### src/hdl/bbcf_pkg.sv
// ----------------------------------------------------------------------------
// bbcf_pkg: shared types and constants for the band center finder
// Payload structs, config register map, count widths and queue sizing.
// ----------------------------------------------------------------------------
package bbcf_pkg;

  // Default frame limits
  localparam int MAX_COLUMNS_DEF = 512;
  localparam int MAX_ROWS_DEF    = 512;

  // Field widths
  localparam int PIXEL_W = 8;
  localparam int COUNT_W = 10;
  localparam int BAND_W  = 9;
  localparam int CFG_IDX_W = 2;
  localparam int CFG_DATA_W = 10;

  // Saturation ceiling of a line count
  localparam logic [COUNT_W-1:0] COUNT_MAX = '1;

  // Config register reset values
  localparam logic               AXIS_MODE_RST      = 1'b1;
  localparam logic [COUNT_W-1:0] LINE_THRESHOLD_RST = COUNT_W'(50);
  localparam logic [PIXEL_W-1:0] WHITE_VALUE_RST    = PIXEL_W'(255);

  // Config register indexes
  localparam logic [CFG_IDX_W-1:0] REG_AXIS_MODE      = 2'd0;
  localparam logic [CFG_IDX_W-1:0] REG_LINE_THRESHOLD = 2'd1;
  localparam logic [CFG_IDX_W-1:0] REG_WHITE_VALUE    = 2'd2;

  // Depth of the queue between front and back
  localparam int QUEUE_DEPTH = 4;

  // Input request
  typedef struct packed {
    logic [PIXEL_W-1:0] pixel;
    logic               row_end;
    logic               frame_end;
  } px_t;

  // Result request
  typedef struct packed {
    logic [BAND_W-1:0] band_center;
    logic [BAND_W-1:0] band_first;
    logic [BAND_W-1:0] band_last;
    logic              band_found;
  } band_t;

  // Live configuration
  typedef struct packed {
    logic               axis_mode;
    logic [COUNT_W-1:0] line_threshold;
    logic [PIXEL_W-1:0] white_value;
  } cfg_t;

  // Width of one queue entry for the given frame limits
  function automatic int entry_width(input int cols, input int rows);
    return $clog2(cols) + $clog2(rows) + 5;
  endfunction

endpackage

### src/hdl/bbcf_front.sv
// ----------------------------------------------------------------------------
// bbcf_front: pixel intake and classification
// Tracks raster position and row counts, tags each pixel for the back end.
// ----------------------------------------------------------------------------
module bbcf_front #(
  parameter int MAX_COLUMNS = 512,
  parameter int MAX_ROWS    = 512,
  localparam int ENTRY_W    = bbcf_pkg::entry_width(MAX_COLUMNS, MAX_ROWS)
) (
  input  logic               clk,
  input  logic               rst,
  input  bbcf_pkg::cfg_t     cfg,
  input  logic               px_valid,
  output logic               px_ready,
  input  bbcf_pkg::px_t      px,
  input  logic               q_full,
  output logic               q_push,
  output logic [ENTRY_W-1:0] q_data
);

  import bbcf_pkg::*;

  localparam int COL_AW = $clog2(MAX_COLUMNS);
  localparam int ROW_AW = $clog2(MAX_ROWS);
  localparam int COL_IW = $clog2(MAX_COLUMNS + 1);
  localparam int ROW_IW = $clog2(MAX_ROWS + 1);

  typedef struct packed {
    logic              col_op;
    logic [COL_AW-1:0] col_addr;
    logic              white;
    logic              first_row;
    logic              row_qual;
    logic [ROW_AW-1:0] row_idx;
    logic              frame_end;
  } entry_t;

  logic [COL_IW-1:0]  col_idx;
  logic [ROW_IW-1:0]  row_idx;
  logic [COUNT_W-1:0] run_count;
  logic               first_row;

  logic               accept;
  logic               white;
  logic               line_end;
  logic               col_in;
  logic               row_in;
  logic [COUNT_W:0]   run_sum;
  logic [COUNT_W-1:0] run_sat;
  entry_t             entry;

  assign px_ready = !q_full;
  assign accept   = px_valid && px_ready;

  // Classify the current pixel
  always_comb begin
    white    = (px.pixel == cfg.white_value);
    line_end = px.row_end || px.frame_end;
    col_in   = (col_idx < COL_IW'(MAX_COLUMNS));
    row_in   = (row_idx < ROW_IW'(MAX_ROWS));
    run_sum  = {1'b0, run_count} + (COUNT_W + 1)'(white);
    run_sat  = run_sum[COUNT_W] ? COUNT_MAX : run_sum[COUNT_W-1:0];

    entry.col_op    = cfg.axis_mode && col_in;
    entry.col_addr  = COL_AW'(col_idx);
    entry.white     = white;
    entry.first_row = first_row;
    entry.row_qual  = !cfg.axis_mode && line_end && row_in &&
                      (run_sat >= cfg.line_threshold);
    entry.row_idx   = ROW_AW'(row_idx);
    entry.frame_end = px.frame_end;
  end

  assign q_push = accept;
  assign q_data = entry;

  // Raster position and row count
  always_ff @(posedge clk) begin
    if (rst) begin
      col_idx   <= '0;
      row_idx   <= '0;
      run_count <= '0;
      first_row <= 1'b1;
    end else if (accept) begin
      if (px.frame_end) begin
        col_idx   <= '0;
        row_idx   <= '0;
        run_count <= '0;
        first_row <= 1'b1;
      end else if (line_end) begin
        col_idx   <= '0;
        run_count <= '0;
        first_row <= 1'b0;
        if (row_in) begin
          row_idx <= row_idx + 1'b1;
        end
      end else if (cfg.axis_mode) begin
        if (col_in) begin
          col_idx <= col_idx + 1'b1;
        end
      end else begin
        run_count <= run_sat;
      end
    end
  end

endmodule

### config.mk
export PLATFORM = sky130hd
export DESIGN_NAME = bbcf_front
export DESIGN_NICKNAME = d
export VERILOG_FILES = /design/src/hdl/bbcf_pkg.sv /design/src/hdl/bbcf_front.sv
export SDC_FILE = /design/constraint.sdc
export NUM_CORES = 1
export LEC_CHECK = 0
export BUFFER_PORTS_ARGS = -buffer_cell sky130_fd_sc_hd__buf_4
export CAP_MARGIN = 10
export CORE_MARGIN = 2
export CORE_UTILIZATION = 40
export DETAILED_ROUTE_END_ITERATION = 8
export GPL_TIMING_DRIVEN = 0
export HOLD_SLACK_MARGIN = 0.05
export PLACE_DENSITY = 0.77
export SYNTH_ARGS = -nofsm -noshare
export SYNTH_HDL_FRONTEND = slang
export SYNTH_SLANG_ARGS = --single-unit
### constraint.sdc
create_clock -name clk -period 2.62 [get_ports clk]
set_clock_uncertainty 0.1 [all_clocks]
set_input_delay 0.262 -clock clk [delete_from_list [all_inputs] [get_ports clk]]
set_output_delay 0.262 -clock clk [all_outputs]
set_load 0.03 [all_outputs]
### Yosys cells after proc, flatten, opt, wreduce, memory -nomap -nowiden

Index checks and enable logic that the tools add are counted.

| word-level totals | value |
|---|---|
| bits in registers | 31 |
| bits in latches | 0 |
| memory bits (writable) | 0 |
| bits in read-only memories | 0 |
| input bits | 33 |
| output and inout bits | 25 |
| word-level logic and storage cells | 41 |
| memories | 0 |

| operators by class | value |
|---|---|
| add/sub/neg operators | 3 |
| multiply operators | 0 |
| divide/modulo/power cells | 0 |
| order comparisons | 3 |
| eq/ne operators | 2 |
| shift operators | 0 |
| mux-type cells | 13 |
| bitwise operators | 0 |
| reductions and logical operators | 16 |

Operators by type and width:

| operator | count |
|---|---|
| $mux W10 | 11 |
| $add A10 B1 Y10 const B | 2 |
| $lt A10 B10 Y1 const B | 2 |
| $add A10 B1 Y11 | 1 |
| $ge A10 B10 Y1 | 1 |
| $eq A8 B8 Y1 | 1 |
| $reduce_and A3 Y1 | 2 |
| $reduce_bool A3 Y1 | 2 |
| $logic_and A1 B1 Y1 | 5 |
| $reduce_and A2 Y1 | 2 |
| $reduce_bool A2 Y1 | 2 |
| $ne A3 B1 Y1 const B | 1 |
| $logic_not A1 Y1 | 2 |
| $mux W1 | 2 |
| $logic_or A1 B1 Y1 | 1 |

### Depth between registers and ports, before layout

| depth | value |
|---|---|
| word-level depth | 6 |
| mapped depth | 13 |
| gate-level depth less buffers | 13 |

### Least setup slack after synthesis

No wires, ideal clock.

| timing path | value |
|---|---|
| kind | input port to output port |
| start | input cfg[1] in the netlist's numbering |
| end | output q_data[10] |
| arrival | 2.706 ns |
| path slack | -0.448 ns |
| cell stages on the path | 12 |
| cell sequence | xnor2_1 -> nand4_1 -> nor2_1 -> ha_1 -> ha_1 -> nand3_2 -> nor3_1 -> mux2_2 -> ha_1 -> nand4_1 -> nor4_1 -> a22o_1 |

| between the ends | value |
|---|---|
| cells in the longest elaborated chain, start to end | 5 |

RTL lines:

| element | line | RTL |
|---|---|---|
| start, declared | bbcf_front.sv:12 | `input bbcf_pkg::cfg_t cfg,` |
| $eq A8 B8 Y1 | bbcf_front.sv:57 | `white = (px.pixel == cfg.white_value);` |
| named net white | bbcf_front.sv:44 | `logic white;` |
| $add A10 B1 Y11 | bbcf_front.sv:61 | `run_sum = {1'b0, run_count} + (COUNT_W + 1)'(white);` |
| $mux W10 | bbcf_front.sv:62 | `run_sat = run_sum[COUNT_W] ? COUNT_MAX : run_sum[COUNT_W-1:0];` |
| $ge A10 B10 Y1 | bbcf_front.sv:69 | `(run_sat >= cfg.line_threshold);` |
| $logic_and A1 B1 Y1 | bbcf_front.sv:68 | `entry.row_qual = !cfg.axis_mode && line_end && row_in &&` |
| end, declared | bbcf_front.sv:18 | `output logic [ENTRY_W-1:0] q_data` |

The timed path passes the listed nets, and every way through them passes these cells.

### Worst setup path in the final report

| timing path | value |
|---|---|
| start | input px[7] in the netlist's numbering |
| end | output q_data[10] |

| between the ends | value |
|---|---|
| cells in the longest elaborated chain, start to end | 5 |

RTL lines:

| element | line | RTL |
|---|---|---|
| start, declared | bbcf_front.sv:15 | `input bbcf_pkg::px_t px,` |
| $eq A8 B8 Y1 | bbcf_front.sv:57 |  |
| named net white | bbcf_front.sv:44 |  |
| $add A10 B1 Y11 | bbcf_front.sv:61 |  |
| $mux W10 | bbcf_front.sv:62 |  |
| $ge A10 B10 Y1 | bbcf_front.sv:69 |  |
| $logic_and A1 B1 Y1 | bbcf_front.sv:68 |  |

The timed path passes the listed nets, and every way through them passes these cells.

==> summary.md <==
| Metric | Value |
|---|---|
| Nets@finish | `383` |
| Commonest non-fill, non-tap cell in the layout | `buf_4` |
| Worst setup path category | `in2out` |
| Total congestion overflow | `0` |
| Cell area after layout | `3050 sq um` |
| Row count | `27` |
| Layout Cells excl Fill | `408` |
| Required time at the worst-slack endpoint | `2.26 ns` |
| Drt pass-1 iters | `4` |
| Ys flop type | `dfxtp_1` |
| Synth cell types | `53` |
| Register clock-pin slew on the reported worst setup and hold paths | `0.07 ns` |
| Synth Cell Area | `2200 sq um` |
| Detail Route Antenna Nets | `0` |
| Cells after Synth | `263` |
| CTS hold repair buffers | `0` |
| Setup Viol. Count Final | `1` |
| Startpoint Class | `input pin` |
| Yosys warning total | `0` |
| Post-synthesis average cell area | `8.37 sq um` |
| Synth async-reset ratio | `0%` |
| Hold Path Class | `in2reg` |
| PortBufs | `57` |
| Placed Area | `2750 sq um` |
| Die Width | `78.2 um` |
| Total power | `1040 uW` |
| Final Max Tran Viols | `0` |
| Max-cap violations | `0` |
| Most frequent cells in the layout | `buf_4 (82), dfxtp_1 (31), nor2_1 (21)` |
| Placed insts | `392` |
| Seq/Total Area, Yosys | `28.2%` |
| Crit path max fanout | `4` |
| Slew HR | `53.6%` |
| R2R setup slack | `0.82 ns` |
| Clock latency on the worst-skew pair | `0.29 ns` |
| Die ar. | `6110 sq um` |
| Drt total wl | `5090 um` |
| Ant. Diodes | `0` |
| Post-synth EDFFs | `0` |
| Tmin final | `3.10 ns` |
| Least-Margin Pin Slew | `0.691 ns` |
| RSZ-0062 raised after global routing | `yes` |
| H-tree levels | `2` |
| Drt wl/cell | `12.5 um` |
| First-pass GRT wire length | `8670 um` |
| Failing checks | `negative setup slack` |
| Iteration-0 DRC Markers | `85` |
| Power Density | `340 nW/um^2` |
| Fill cells | `500` |
| Vias in the first global route | `2,008` |
| Syn_nets | `310` |
| Initial Utilization | `40.7%` |
| Layout cell share with drive strength beyond 1 | `40.5%` |
| Worst setup EP type | `primary output` |
| Die Span Y | `78.2 um` |
| Max Fclk | `0.323 GHz` |
| I/O pin cnt | `58` |
| Clock buffer depth | `2` |
| Clk sinks | `31` |
| Root buf cell | `clkbuf_8` |
| Hpwl dp | `3830 um` |
| Gpl congestion | `0.823` |
| TritonCTS buffer count | `5` |
| CTS tree | `yes` |
| Post-synthesis register bit count | `31` |
| Drt drc | `0` |
| Largest net degree at the start of global routing | `11` |
| Setup slack after layout | `-0.481 ns` |
| Core footprint | `5410 sq um` |
| Area Overhead vs Synth | `38.4%` |
| Vias per cell | `5.12` |
| Final period util | `118%` |
| CP arrival | `2.74 ns` |
| Detailed-route via count | `2,088` |
| GRT Util Overall | `17.4%` |
| VDD IR max | `0.171 mV` |
| Final hold viol count | `0` |
| Outcome | `complete, but fails checks` |
| Initial antenna violation count | `0` |
| Lkg Pwr | `0.00138 uW` |
-- flip-flops by register name, summed over array words and instances, names as in the netlist --
signal / count
run_count: 10
first_row: 1
row_idx: 10
col_idx: 10
-- repair_timing --
| item | CTS | global route |
|---|---|---|
| pin swaps | 9 | 2 |
| endpoints found under the setup margin | 1 | 1 |
| gates resized for setup | 20 | 5 |
| endpoints found under the hold margin | 0 | 0 |
| setup buffers | 9 | 0 |
-- layout make-up --
| cell class | instances | area [sq um] | area share (%) |
|---|---|---|---|
| repair buffers | 66 | 518 | 17.0 |
| flip-flops and latches | 31 | 621 | 20.4 |
| multi-input cells | 188 | 1480 | 48.4 |
| inverters | 15 | 56.3 | 1.85 |
| clock inverters | 1 | 5.00 | 0.164 |
| plain buffers | 29 | 198 | 6.49 |
| clock buffers | 6 | 82.6 | 2.71 |
| well taps | 72 | 90.1 | 2.96 |
-- synth_stat cells (4+ instances only) --
cell type,n,area [sq um]
a21o_1,5,37.5
a21oi_1,16,80.1
a22o_1,5,43.8
buf_2,5,25.0
buf_4,22,165
dfxtp_1,31,621
ha_1,14,175
inv_1,13,48.8
nand2_1,15,56.3
nand2b_1,6,37.5
nand3_1,5,25.0
nand4_1,8,50.1
nor2_1,22,82.6
nor3_1,4,20.0
o211ai_1,4,30.0
o21ai_0,12,60.1
xnor2_1,14,123
xor2_1,7,61.3
-- worst max-delay path, stage by stage --
cell     delay (ns)
buf_4          0.13
xnor2_2        0.13
nand4_1        0.12
nor2_2         0.14
ha_2           0.22
buf_4          0.12
and4_4         0.24
nand4_1        0.18
xnor2_1        0.21
nand2_1        0.08
ha_1           0.29
a21oi_1        0.12
o21ai_0        0.09
a22o_2         0.26
buf_6          0.13
-- metal layers --
layer | vias up | wire, um | track usage, %
li1 | 1063 | - | -
met1 | 959 | 2240 | 19.8
met2 | 60 | 2510 | 32.0
met3 | 6 | 272 | 4.25
met4 | 0 | 61 | 5.26
met5 | - | 0 | 0
-- kinds of logic (layout without fill, tap and decap cells) --
logic type | Yosys count | after routing | synth area share [%]
AOI/OAI and AO/OA | 62 | 62 | 19.2
muxes | 4 | 4 | 2.10
xor gates and xnor gates | 21 | 21 | 8.36
and+or+nand+nor | 87 | 87 | 22.6
buffers and inverters | 44 | 117 | 11.5
adders and majority gates | 14 | 14 | 7.96
DFF | 31 | 31 | 28.2
-- path summary, 6_finish.rpt --
| kind | cells past startpoint | to | start |
|---|---|---|---|
| max | 15 | q_data[10] | px[7] |
| min | 4 | col_idx[1] | px[1] |
| max reg2reg | 6 | run_count[9] | run_count[0] |
| min reg2reg | 2 | col_idx[9] | col_idx[9] |
-- through the flow --
step                      util, %  worst slack, ns  TNS [ns]  hold slack (ns)
final                        56.3           -0.481    -0.481            0.240
after floorplan                 -           -0.176    -0.176            0.331
after global routing         56.3           -0.653    -0.653            0.250
after detailed placement     50.8           -0.782    -0.782            0.366
after CTS                    55.9           -0.507    -0.507            0.229
after global placement       50.8           -0.692    -0.692            0.348
-- power by group --
group / switching (uW) / internal, uW
sequential: 2.90 / 474
combinational: 83.9 / 85.0
clock: 185 / 206
total: 272 / 765
No activity file was read; power rests on OpenSTA's default activity.
