### config.mk
export PLATFORM = sky130hd
export DESIGN_NAME = bbcf_queue
export DESIGN_NICKNAME = d
export VERILOG_FILES = /design/src/hdl/bbcf_queue.sv
export SDC_FILE = /design/constraint.sdc
export NUM_CORES = 1
export LEC_CHECK = 0
export BUFFER_PORTS_ARGS = -buffer_cell sky130_fd_sc_hd__buf_2
export CORE_MARGIN = 4
export CORE_UTILIZATION = 55
export DETAILED_ROUTE_END_ITERATION = 8
export GPL_ROUTABILITY_DRIVEN = 0
export PLACE_DENSITY = 0.77
export SLEW_MARGIN = 20
export SYNTH_ARGS = -nofsm -noshare
export SYNTH_HDL_FRONTEND = slang
export SYNTH_SLANG_ARGS = --single-unit
### constraint.sdc
create_clock -name clk -period 1.7 [get_ports clk]
set_clock_uncertainty 0.1 [all_clocks]
set_input_delay 0.17 -clock clk [delete_from_list [all_inputs] [get_ports clk]]
set_output_delay 0.17 -clock clk [all_outputs]
set_load 0.005 [all_outputs]
### src/hdl/bbcf_queue.sv
// ----------------------------------------------------------------------------
// bbcf_queue: small FIFO between front and back
// Register-based queue; head entry is visible while not empty.
// ----------------------------------------------------------------------------
module bbcf_queue #(
  parameter int WIDTH = 8,
  parameter int DEPTH = 4
) (
  input  logic             clk,
  input  logic             rst,
  input  logic             push,
  input  logic [WIDTH-1:0] push_data,
  input  logic             pop,
  output logic [WIDTH-1:0] head,
  output logic             full,
  output logic             empty
);

  localparam int PTR_W = (DEPTH > 1) ? $clog2(DEPTH) : 1;
  localparam int CNT_W = $clog2(DEPTH + 1);

  logic [WIDTH-1:0] slots [DEPTH];
  logic [PTR_W-1:0] wr_ptr;
  logic [PTR_W-1:0] rd_ptr;
  logic [CNT_W-1:0] count;

  assign full  = (count == CNT_W'(DEPTH));
  assign empty = (count == '0);
  assign head  = slots[rd_ptr];

  // Storage
  always_ff @(posedge clk) begin
    if (push) begin
      slots[wr_ptr] <= push_data;
    end
  end

  // Pointers and fill count
  always_ff @(posedge clk) begin
    if (rst) begin
      wr_ptr <= '0;
      rd_ptr <= '0;
      count  <= '0;
    end else begin
      if (push) begin
        wr_ptr <= (wr_ptr == PTR_W'(DEPTH - 1)) ? '0 : wr_ptr + 1'b1;
      end
      if (pop) begin
        rd_ptr <= (rd_ptr == PTR_W'(DEPTH - 1)) ? '0 : rd_ptr + 1'b1;
      end
      if (push && !pop) begin
        count <= count + 1'b1;
      end else if (pop && !push) begin
        count <= count - 1'b1;
      end
    end
  end

endmodule

# --- Word level (Yosys, flattened, before mapping) ---
# Memory sizes are Yosys's and may differ from the RTL's. A register that Yosys moved wholly into a read port is not among the register bits.
# Index checks and enable logic that the tools add are counted.
word_totals:
  register_bits: 7
  ramBits: 32
  input_bits: 12
  elab_cells: 25
  n_memories: 1
mem_list:
  columns: ["name", "words", "word_bits", "read_ports", "rd_ports_with_merged_regs", "wr", "line", "source"]
  rows:
  - ["slots", 4, 8, 1, 1, 1, "22", "logic [WIDTH-1:0] slots [DEPTH];"]
op_classes:
  addsub: 4
  eq_ne: 3
  mux: 8
  reduce_logical: 6
op_table:
  columns: ["operator", "count"]
  rows:
  - ["2-to-1 mux 2 bit", 4]
  - ["2-to-1 mux 3 bit", 2]
  - ["adder 2 x 1 -> 2 bit, second input constant", 2]
  - ["equality test 2 bit, second input constant", 2]
  - ["adder 3 x 1 -> 3 bit, second input constant", 1]
  - ["equality test 3 bit, second input constant", 1]
  - ["zero test 3 bit", 1]
  - ["subtractor 3 x 1 -> 3 bit, second input constant", 1]
  - ["logical AND 1 bit", 2]
  - ["zero test 1 bit", 2]
  - ["2-to-1 mux 1 bit", 2]
  - ["nonzero test 2 bit", 1]

# --- Depth between registers and ports, before layout ---
# Gate-level depths: netlist (run 1).
depth:
  depth_word: 4
  depth_mapped: 7
  ltp_nobuf: 7

# --- Worst setup path before layout (run 1) ---
# No wires, ideal clock.
synth_path:
  kind: "input -> register"
  start: "input pop"
  end: "register count[2]"
  setup_ps: 70
  t_arrival_ps: 1362
  path_slack_ps: 168
  cell_stages: 7
  path_buffers: 0
  path_cell_list: "inv_1 ha_1 inv_1 fa_1 xor2_1 or3_1 a21oi_1"
synth_between:
  elab_chain_len: 3
synth_lines:
  columns: ["item", "line", "source"]
  rows:
  - ["start: declaration", "13", "input logic pop,"]
  - ["zero test 1 bit", "51", "if (push && !pop) begin"]
  - ["logical AND 1 bit", "51", null]
  - ["2-to-1 mux 3 bit / nonzero test 2 bit (equally long branches)", null, null]
  - ["end signal: assignment", "52", "count <= count + 1'b1;"]
  - ["end signal: assignment", "54", "count <= count - 1'b1;"]
  - ["end: declaration", "25", "logic [CNT_W-1:0] count;"]
# Several ways; a longest one is shown, not always the timed one.
# A chain may end at the register's enable or synchronous reset.

==> results by group, run 1 <==
Outcome
  – Status: complete, but fails checks
  – Failing checks: setup timing

Power
  – Final Power: ~1.9 mW
  – Power per Cell Area: roughly 1000 nW/um^2
  – Max rail drop VDD: about 970 uV
  – Leakage power: a little over 0.7 nW

STA
  – Setup Viol. Count Final: 8
  – Slew headroom: 0.7254
  – RSZ-0062 raised after global routing: yes
  – Hold Slack: ~42 ps
  – F_max: 0.5686 GHz
  – Setup WS post-layout: -58.76 ps
  – Max-slew violation count: 0
  – Setup TNS: -304.0 ps
  – Fin crit share: 1.035
  – Worst-Margin Slew: 411.3 ps
  – Period minus WS final: 1759 ps
  – Fin. Hold Viols: 0

Final layout
  – Share of cells above drive strength 1: 0.3200
  – Area Overhead vs Synth: 19.11%
  – Final #Nets: about 140
  – ANT cells: 0
  – Fillers: approximately 190
  – Util after Layout: 0.6901
  – FF/Latch Area: approximately 1100 sq um
  – Area of the multi-input gates: around 430 sq um

Route
  – Drt total wl: between 2000 and 2500 um
  – DR iter-0 viols: 32
  – Vias per inst: 5.321
  – Post-DR wirelength/cell: around 15 um
  – DRT Pass-1 Iters: 4
  – Post-route ant nets: 0
  – DR vias: 830
  – # DRC: 0

Worst setup path
  – Slowest cell on the critical path: mux4_2
  – Slowest stage delay, CP: ~500 ps
  – Crit-path max FO: 8
  – Worst path bufs/invs: 2
  – Worst reg-to-reg path cell count: 4
  – Critical path class: reg2out
  – Worst endpoint required time: roughly 1400 ps
  – CP Data Arrival Time: 1490 ps
  – Crit end category: primary output
  – Type of origin of the critical path: flop
  – Delay-heaviest family, CP: multiplexers
  – FF-to-FF setup slack: roughly 100 ps
  – Cell Chain, Critical Path: buf_12, mux4_2, buf_2
  – R2r startpoint: count[0]$_SDFFE_PP0P_
  – Worst r2r dst: count[2]$_SDFFE_PP0P_

Placement
  – Port bufs: 21
  – Dpl ws: -89.25 ps
  – Post-DP HPWL: 1643 um

Global routing
  – First-pass GRT wire length: between 3000 and 4000 um
  – Largest net degree at the start of global routing: 13
  – Initial antenna violation count: 0
  – Total gr overflow: 0
  – GR Util All Layers: 0.1478
  – Vias in the first global route: around 840

Clock network
  – Inserted Clock Buffers: 5
  – H-tree levels: 2
  – Clock buffer depth: 2
  – Latest clock arrival within the worst-skew pair: 350 ps
  – Clk sink count: 41
  – Post CTS Setup Buffer Count: 0
  – Clock root cell: clkbuf_4
  – CTS tree: built
  – Clock-pin slew on the worst setup and hold paths: around 110 ps

Floorplanning
  – Starting Density: 0.5794
  – Die area: about 3800 sq um
  – IO Pins: 22
  – Core Area: between 2000 and 3000 sq um
  – Die W: ~62 um
  – Die height: a little over 60 um
  – Cell Rows: 19

Synth
  – Post-synthesis register bit count: a little over 40
  – Synth warn: 0
  – Netlist cell types: 17
  – Sequential area share after synthesis: 0.7142
  – Cells after synthesis: between 80 and 90
  – Mapped Area: between 1500 and 2000 sq um
  – Syn nets: ~110
  – Mean post-synth cell area: 18.58 sq um

Hold path
  – Worst Hold Class: in2reg
  – Hold_sp: pop
  – Worst hold path cell count: 3

Flow run
  – Max-cap violations: 0
==> where the power goes <==
part	internal (mW)	leakage [nW]	switching (mW)	total, mW
sequential	1.14	0.369	0.0364	1.18
combinational	0.134	0.321	0.104	0.239
clock	0.158	0.0320	0.294	0.452
==> final cells by class <==
class                      instances  area share
clock buffer                       6     0.02170
clock inverter                     2    0.005260
inverter                           4    0.007890
multi-input combinational         39      0.2235
sequential                        41      0.6003
tap                               31     0.02038
timing repair buffer              33      0.1210
==> tightest hold or removal path: cells and delay by family <==
| family | cells | cell delay [ps] |
|---|---|---|
| multiplexers | 1 | 70 |
| AND/OR/NAND/NOR | 1 | 110 |
| buffers and inverters | 1 | 110 |
==> routing by layer <==
metal / vias to the layer above / GRT usage / part of all wire
met5: - / 0 / 0
met4: 0 / 0.06364 / 0.019
met3: 5 / 0.06198 / 0.065
met2: 21 / 0.2511 / 0.51
met1: 402 / 0.1625 / 0.40
li1: 402 / - / -
==> synthesized netlist by cell type <==
cell type	count	area, sq um
clkbuf_2	1	5.000
dfxtp_1	9	180.2
edfxtp_1	32	960.9
fa_1	1	20.02
and2_1	4	25.02
mux2i_1	4	40.04
inv_1	4	15.01
ha_1	6	75.07
o21ai_0	1	5.000
nor3b_1	2	15.01
mux4_2	8	180.2
xor2_1	2	17.52
buf_6	1	11.26
nor3_1	1	5.000
or3_1	1	6.260
nor2_1	7	26.28
a21oi_1	2	10.01
==> per-stage QoR <==
step                instance area, sq um  std cells
floorplan                           1598         86
global placement                    1748        139
detailed placement                  1748        139
CTS                                 1898        156
global route                        1903        156
finish                              1903        156
==> sequential cells by signal, indices dropped and copies added, names as in the netlist, named ones only <==
| signal | count |
|---|---|
| slots | 32 |
| rd_ptr | 2 |
| count | 3 |
| wr_ptr | 2 |
==> logic make-up (layout without fill, tap and decap cells) <==
family                     after synthesis  in the layout  synth area share
DFF                                     41             41            0.7142
and+or+nand+nor                         15             15           0.04855
muxes                                   12             12            0.1378
adders and majority gates                7              7           0.05951
buffers and inverters                    6             45           0.01957
AOI/OAI and AO/OA                        3              3          0.009394
xor gates and xnor gates                 2              2           0.01097
==> placed cells by master (no fill, tap or decap) <==
master / Yosys / routed
clkbuf_1: 0 / 1
ha_1: 6 / 6
inv_1: 4 / 4
clkinv_2: 0 / 2
dfxtp_2: 0 / 1
a21oi_1: 2 / 2
and2_1: 4 / 4
or3_1: 1 / 1
xor2_1: 2 / 2
mux4_2: 8 / 8
nor2_1: 7 / 7
dlygate4sd3_1: 0 / 9
edfxtp_1: 32 / 32
buf_4: 0 / 2
o21ai_0: 1 / 1
nor3b_1: 2 / 2
nor3_1: 1 / 1
fa_1: 1 / 1
mux2i_1: 4 / 4
clkbuf_4: 0 / 5
buf_12: 0 / 1
dfxtp_1: 9 / 8
buf_2: 0 / 21
==> worst max path at each step <==
stage | from | cells past startpoint | endpoint
2_1_floorplan | pop | 7 | count[2]$_SDFFE_PP0P_
3_3_place_gp | pop | 8 | count[2]$_SDFFE_PP0P_
3_5_place_dp | pop | 8 | count[2]$_SDFFE_PP0P_
4_1_cts | flop | 3 | head[7]
5_1_grt | flop | 3 | head[7]
6_report | flop | 3 | head[7]
==> what timing repair did <==
action	in CTS	in global routing
gates resized for setup	3	1
setup endpoints to repair	8	8
hold buffers	9	0
endpoints found under the hold margin	41	0
(Power assumes the default switching activity.)
==> run 2, diff against run 1 <==
--- a/config.mk
+++ b/config.mk
@@ -8,10 +8,13 @@
 export BUFFER_PORTS_ARGS = -buffer_cell sky130_fd_sc_hd__buf_2
 export CORE_MARGIN = 4
 export CORE_UTILIZATION = 55
+export CTS_BUF_LIST = sky130_fd_sc_hd__clkbuf_16
 export DETAILED_ROUTE_END_ITERATION = 8
 export GPL_ROUTABILITY_DRIVEN = 0
+export GPL_TIMING_DRIVEN = 0
 export PLACE_DENSITY = 0.77
 export SLEW_MARGIN = 20
 export SYNTH_ARGS = -nofsm -noshare
 export SYNTH_HDL_FRONTEND = slang
 export SYNTH_SLANG_ARGS = --single-unit
+export TNS_END_PERCENT = 10
==> run 2 against run 1 <==
Hold slack worse by 37 ps. Critical endpoint is now head[6]. The run now ends clean. Wire length up 8.5%. Clock-buffer cell count is 1 lower. Highest routed layer unchanged.
==> results by group, run 2 (same netlist as run 1, synthesis figures left out) <==
Clock network
  – Inserted Clock Buffers: 5
  – Clk sink count: slightly above 40
  – H-tree levels: 2
  – Clock-pin slew on the worst setup and hold paths: roughly 60 ps
  – Clock root cell: clkbuf_16
  – Clock buffer depth: 2
  – Latest clock arrival within the worst-skew pair: between 200 and 300 ps
  – Post CTS Setup Buffer Count: 0
  – CTS tree: built

Final layout
  – Area Overhead vs Synth: 18.56%
  – Most frequent cells in the layout: edfxtp_1, buf_2, mux4_2, dfxtp_1, nor2_1
  – Layout Cells excl Fill: 146
  – FF/Latch Area: around 1100 sq um
  – Post-route cell area: roughly 1900 sq um
  – Final #Nets: between 100 and 150
  – Biggest regs: slots: 32 flops, count: 3 flops
  – ANT cells: 0
  – Fillers: roughly 180
  – Area of the multi-input gates: 425.4 sq um
  – Max reg flops: 32
  – Top reg by flops: slots
  – Most common cell after layout, fill and taps aside: edfxtp_1
  – Share of cells above drive strength 1: 0.3391

Worst setup path
  – Crit-path max FO: 8
  – Worst r2r dst: count[2]$_SDFFE_PP0P_
  – FF-to-FF setup slack: around 120 ps
  – R2r startpoint: count[0]$_SDFFE_PP0P_
  – Critical path class: reg2out
  – Cell Chain, Critical Path: buf_12, mux4_2, buf_2
  – Slowest stage delay, CP: around 510 ps
  – Delay-heaviest family, CP: multiplexers
  – Slowest cell on the critical path: mux4_2
  – Crit end category: primary output
  – Worst endpoint required time: approximately 1400 ps
  – Worst reg-to-reg path cell count: 4
  – Worst Setup EP: head[6]
  – CP Data Arrival Time: 1410 ps
  – Type of origin of the critical path: flop
  – CP Depth: 3
  – Worst path bufs/invs: 2

Route
  – Post-DR wirelength/cell: between 15 and 20 um
  – Drt total wl: between 2000 and 3000 um
  – DR vias: 815
  – Post-route ant nets: 0
  – DR iter-0 viols: 22
  – Top routing layer used: met4
  – Vias per inst: roughly 5.6
  – DRT Pass-1 Iters: 4
  – # DRC: 0
  – WL met3: roughly 150 um
  – Wire length on met1: ~1000 um
  – Wire length on met2: 1334 um

Global routing
  – GR Util All Layers: 0.1653
  – Initial antenna violation count: 0
  – Total gr overflow: 0
  – Largest net degree at the start of global routing: 14
  – First-pass GRT wire length: 4036 um
  – Vias in the first global route: slightly above 800

Floorplanning
  – Die area: ~3800 sq um
  – Starting Density: 0.5794
  – IO Pins: 22
  – Die height: around 62 um
  – Cell Rows: 19
  – Die W: around 62 um
  – Core Area: ~2800 sq um

Power
  – Leakage power: 0.7183 nW
  – Power per Cell Area: 1211 nW/um^2
  – Max rail drop VDD: between 1000 and 1500 uV

STA
  – Fin crit share: 0.9865
  – Fin. Hold Viols: 0
  – Max-slew violation count: 0
  – F_max: 0.5963 GHz
  – Worst-Margin Slew: around 420 ps
  – RSZ-0062 raised after global routing: yes
  – Slew headroom: 0.7193
  – Period minus WS final: between 1500 and 2000 ps
  – Setup Viol. Count Final: 0

Flow run
  – Max-cap violations: 0

Placement
  – Post-DP HPWL: between 1500 and 2000 um
  – Placed cell count: around 140
  – Port bufs: 21
  – Placed inst area: approximately 1700 sq um

Hold path
  – Worst Hold Class: in2reg

Outcome
  – Status: completed
run 2: layout make-up:
class / instances / share of cell area
sequential: 41 / 0.6030
tap: 31 / 0.02048
inverter: 4 / 0.007926
timing repair buffer: 21 / 0.05548
multi-input combinational: 39 / 0.2246
buffer: 2 / 0.01321
clock buffer: 5 / 0.06605
clock inverter: 3 / 0.009247
run 2: repair_timing:
action / 4_1_cts / 5_1_grt
hold buffers: 0 / 0
gates resized for setup: 2 / 1
endpoints found under the setup margin: 6 / 8
run 2: metrics by stage:
| step | total power [mW] | hold slack [ps] | setup WS [ps] | util | TNS [ps] |
|---|---|---|---|---|---|
| 4_1_cts | 2.316 | 4.239 | -0.7343 | 0.6851 | -0.7343 |
| 5_1_grt | 2.400 | 3.565 | -23.94 | 0.6869 | -96.06 |
| 3_5_place_dp | 1.420 | 290.5 | -70.80 | 0.6316 | -70.80 |
| 3_3_place_gp | 1.405 | 280.2 | -18.48 | 0.6316 | -18.48 |
| 2_1_floorplan | 1.326 | 139.1 | 168.3 | - | 0 |
| 6_report | 2.294 | 4.798 | 23.00 | 0.6869 | 0 |
run 2: power breakdown:
group          switching (mW)  internal [mW]  leakage, nW
combinational           0.108          0.118        0.278
sequential             0.0333           1.14        0.369
clock                   0.356          0.537       0.0712
total                   0.497           1.80        0.718
run 2: layer usage:
layer,vias up,global-route usage
met5,-,0
met4,0,0.09394
met3,5,0.06818
met2,24,0.2571
met1,406,0.1939
li1,380,-
run 2: worst min path at each step:
stage,start,end,slack [ps],depth (start not counted)
global placement,push_data[6],slots[2][6]$_DFFE_PP_,280,1
finish,push_data[4],slots[2][4]$_DFFE_PP_,5,1
CTS,push_data[0],slots[3][0]$_DFFE_PP_,4,1
floorplan,rst,count[2]$_SDFFE_PP0P_,140,1
detailed placement,push_data[0],slots[3][0]$_DFFE_PP_,290,1
global route,push_data[4],slots[0][4]$_DFFE_PP_,4,1
==> run 3, diff against run 2 <==
--- a/config.mk
+++ b/config.mk
@@ -5,7 +5,7 @@
 export SDC_FILE = /design/constraint.sdc
 export NUM_CORES = 1
 export LEC_CHECK = 0
-export BUFFER_PORTS_ARGS = -buffer_cell sky130_fd_sc_hd__buf_2
+export BUFFER_PORTS_ARGS = -buffer_cell sky130_fd_sc_hd__clkbuf_2
 export CORE_MARGIN = 4
 export CORE_UTILIZATION = 55
 export CTS_BUF_LIST = sky130_fd_sc_hd__clkbuf_16
==> run 3 against run 2 <==
First-iteration DRC count increased by 110%. Utilization increased by 0.54 points. Fmax increased by 1.2%. Clock power increased by 7.5%. Die area unchanged. Flip-flop and latch count unchanged. Cell area increased by 0.79%. Sequential share of layout area decreased by 0.47 points.
==> results by group, run 3 (same netlist as run 1, synthesis figures left out) <==
Route
  – Post-route ant nets: 0
  – DRT Pass-1 Iters: 4
  – # DRC: 0
  – DR iter-0 viols: 47
  – Post-DR wirelength/cell: 16.76 um
  – DR vias: slightly below 800
  – Vias per inst: around 5.4
  – Drt total wl: roughly 2400 um

Clock network
  – CTS tree: built
  – Post-CTS Hold Fix Bufs: 0
  – Clk sink count: slightly above 40
  – Clock-pin slew on the worst setup and hold paths: ~50 ps
  – Clock buffer depth: 2
  – Inserted Clock Buffers: 5
  – H-tree levels: 2
  – Latest clock arrival within the worst-skew pair: 280 ps
  – Clock root cell: clkbuf_16

Floorplanning
  – Starting Density: 0.5794
  – Die W: 61.90 um
  – Cell Rows: 19
  – Core Area: 2758 sq um
  – Die height: 61.90 um
  – Die area: roughly 3800 sq um
  – IO Pins: 22

Power
  – Clock network fraction of design power: 0.406
  – Comb pwr share: 0.097
  – Max rail drop VDD: between 1000 and 1500 uV
  – Cell-internal power: about 1.9 mW
  – Sw frac: 0.2030
  – Leakage power: 0.7316 nW
  – Power per Cell Area: 1237 nW/um^2
  – Final Power: 2.362 mW
  – Switch Pwr: roughly 0.48 mW
  – Part of the power in registers: 0.497

STA
  – Setup WS post-layout: ~44 ps
  – Max-slew violation count: 0
  – Fin. Hold Viols: 0
  – Fin crit share: 0.9744
  – Period minus WS final: 1656 ps
  – F_max: around 0.6 GHz
  – RSZ-0062 raised after global routing: yes
  – Worst-Margin Slew: roughly 430 ps
  – Slew headroom: 0.7127
  – Setup Viol. Count Final: 0

Worst setup path
  – Worst reg-to-reg path cell count: 4
  – Crit end category: primary output
  – Worst endpoint required time: between 1000 and 1500 ps
  – Worst r2r dst: count[2]$_SDFFE_PP0P_
  – Crit-path max FO: 8
  – Critical path class: reg2out
  – FF-to-FF setup slack: 120 ps
  – R2r startpoint: count[0]$_SDFFE_PP0P_
  – Type of origin of the critical path: flop
  – CP Data Arrival Time: 1390 ps

Final layout
  – Top reg by flops: slots
  – Max reg flops: 32
  – Most common cell after layout, fill and taps aside: edfxtp_1
  – Share of cells above drive strength 1: 0.3304
  – Layout Cells excl Fill: 146
  – Most frequent cells in the layout: edfxtp_1, clkbuf_2, mux4_2, dfxtp_1, nor2_1
  – ANT cells: 0
  – Biggest regs: slots: 32 flops, count: 3 flops
  – Area Overhead vs Synth: 19.50%
  – Final #Nets: around 130

Hold path
  – Worst hold path cell count: 1
  – Hold_sp: push_data[0]
  – Hold Path Sink: slots[1][0]$_DFFE_PP_
  – Worst Hold Class: in2reg

Placement
  – Dpl ws: -62.62 ps
  – Post-DP HPWL: 1677 um
  – Placed cell count: 138
  – Port bufs: 21

Global routing
  – First-pass GRT wire length: around 4000 um
  – Vias in the first global route: around 850
  – GR Util All Layers: 0.1598
  – Largest net degree at the start of global routing: 13
  – Initial antenna violation count: 0
  – Total gr overflow: 0

Outcome
  – Status: completed

Flow run
  – Max-cap violations: 0
[run 3: cell types whose count changed in the layout (fill, tap and decap cells not counted), sizes merged]
cell / change
clkinv: -2
buf: -21
clkbuf: +22
inv: +1
[run 3: repair_timing]
item                       4_1_cts  5_1_grt
buffers inserted                 0        0
setup endpoints to repair        1        8
cloned                           0        0
resized for setup                1        2
[run 3: worst max-delay path by stage]
stage | startpoint | to | slack, ps | depth (start not counted)
after floorplan | pop | count[2]$_SDFFE_PP0P_ | 170 | 7
after global placement | pop | count[2]$_SDFFE_PP0P_ | -9 | 8
after detailed placement | push | count[2]$_SDFFE_PP0P_ | -60 | 7
after CTS | flop | head[7] | 7 | 3
after global routing | flop | head[7] | -20 | 3
final | flop | head[7] | 40 | 3
[run 3: critical path, cell delays in order, from the launching register on]
cell and delay, ps:
dfxtp_2 340, buf_12 140, mux4_2 500, clkbuf_2 130
[run 3: per-stage QoR]
stage / hold WS, ps / utilization / area (sq um) / TNS [ps]
3_3_place_gp: 283.8 / 0.6316 / 1742 / -8.946
2_1_floorplan: 139.1 / - / 1598 / 0
3_5_place_dp: 294.1 / 0.6316 / 1742 / -62.62
5_1_grt: 12.63 / 0.6924 / 1909 / -30.16
4_1_cts: 6.930 / 0.6892 / 1901 / 0
6_report: 10.09 / 0.6924 / 1909 / 0
[run 3: power by group through the flow]
stage / clock [mW] / combinational (mW) / sequential, mW
2_1_floorplan: 0 / 0.141 / 1.18
3_3_place_gp: 0 / 0.217 / 1.19
3_5_place_dp: 0 / 0.227 / 1.19
4_1_cts: 0.974 / 0.230 / 1.17
5_1_grt: 1.03 / 0.259 / 1.18
6_report: 0.960 / 0.228 / 1.17
[run 3: cell type report]
type,count,area [sq um]
Buffer,2,25.02
Clock buffer,6,150.1
Clock inverter,2,7.507
Fill cell,193,848.3
Inverter,4,15.01
Multi-Input combinational cell,39,425.4
Sequential cell,41,1142
Tap cell,31,38.79
Timing Repair Buffer,21,105.1
[run 3: metal layers]
layer  track usage  vias to the layer above  part of all wire
met5             0                        -                 0
met4       0.07273                        0             0.019
met3       0.07438                        6             0.073
met2        0.2586                       25              0.50
met1        0.1808                      385              0.40
li1              -                      378                 -
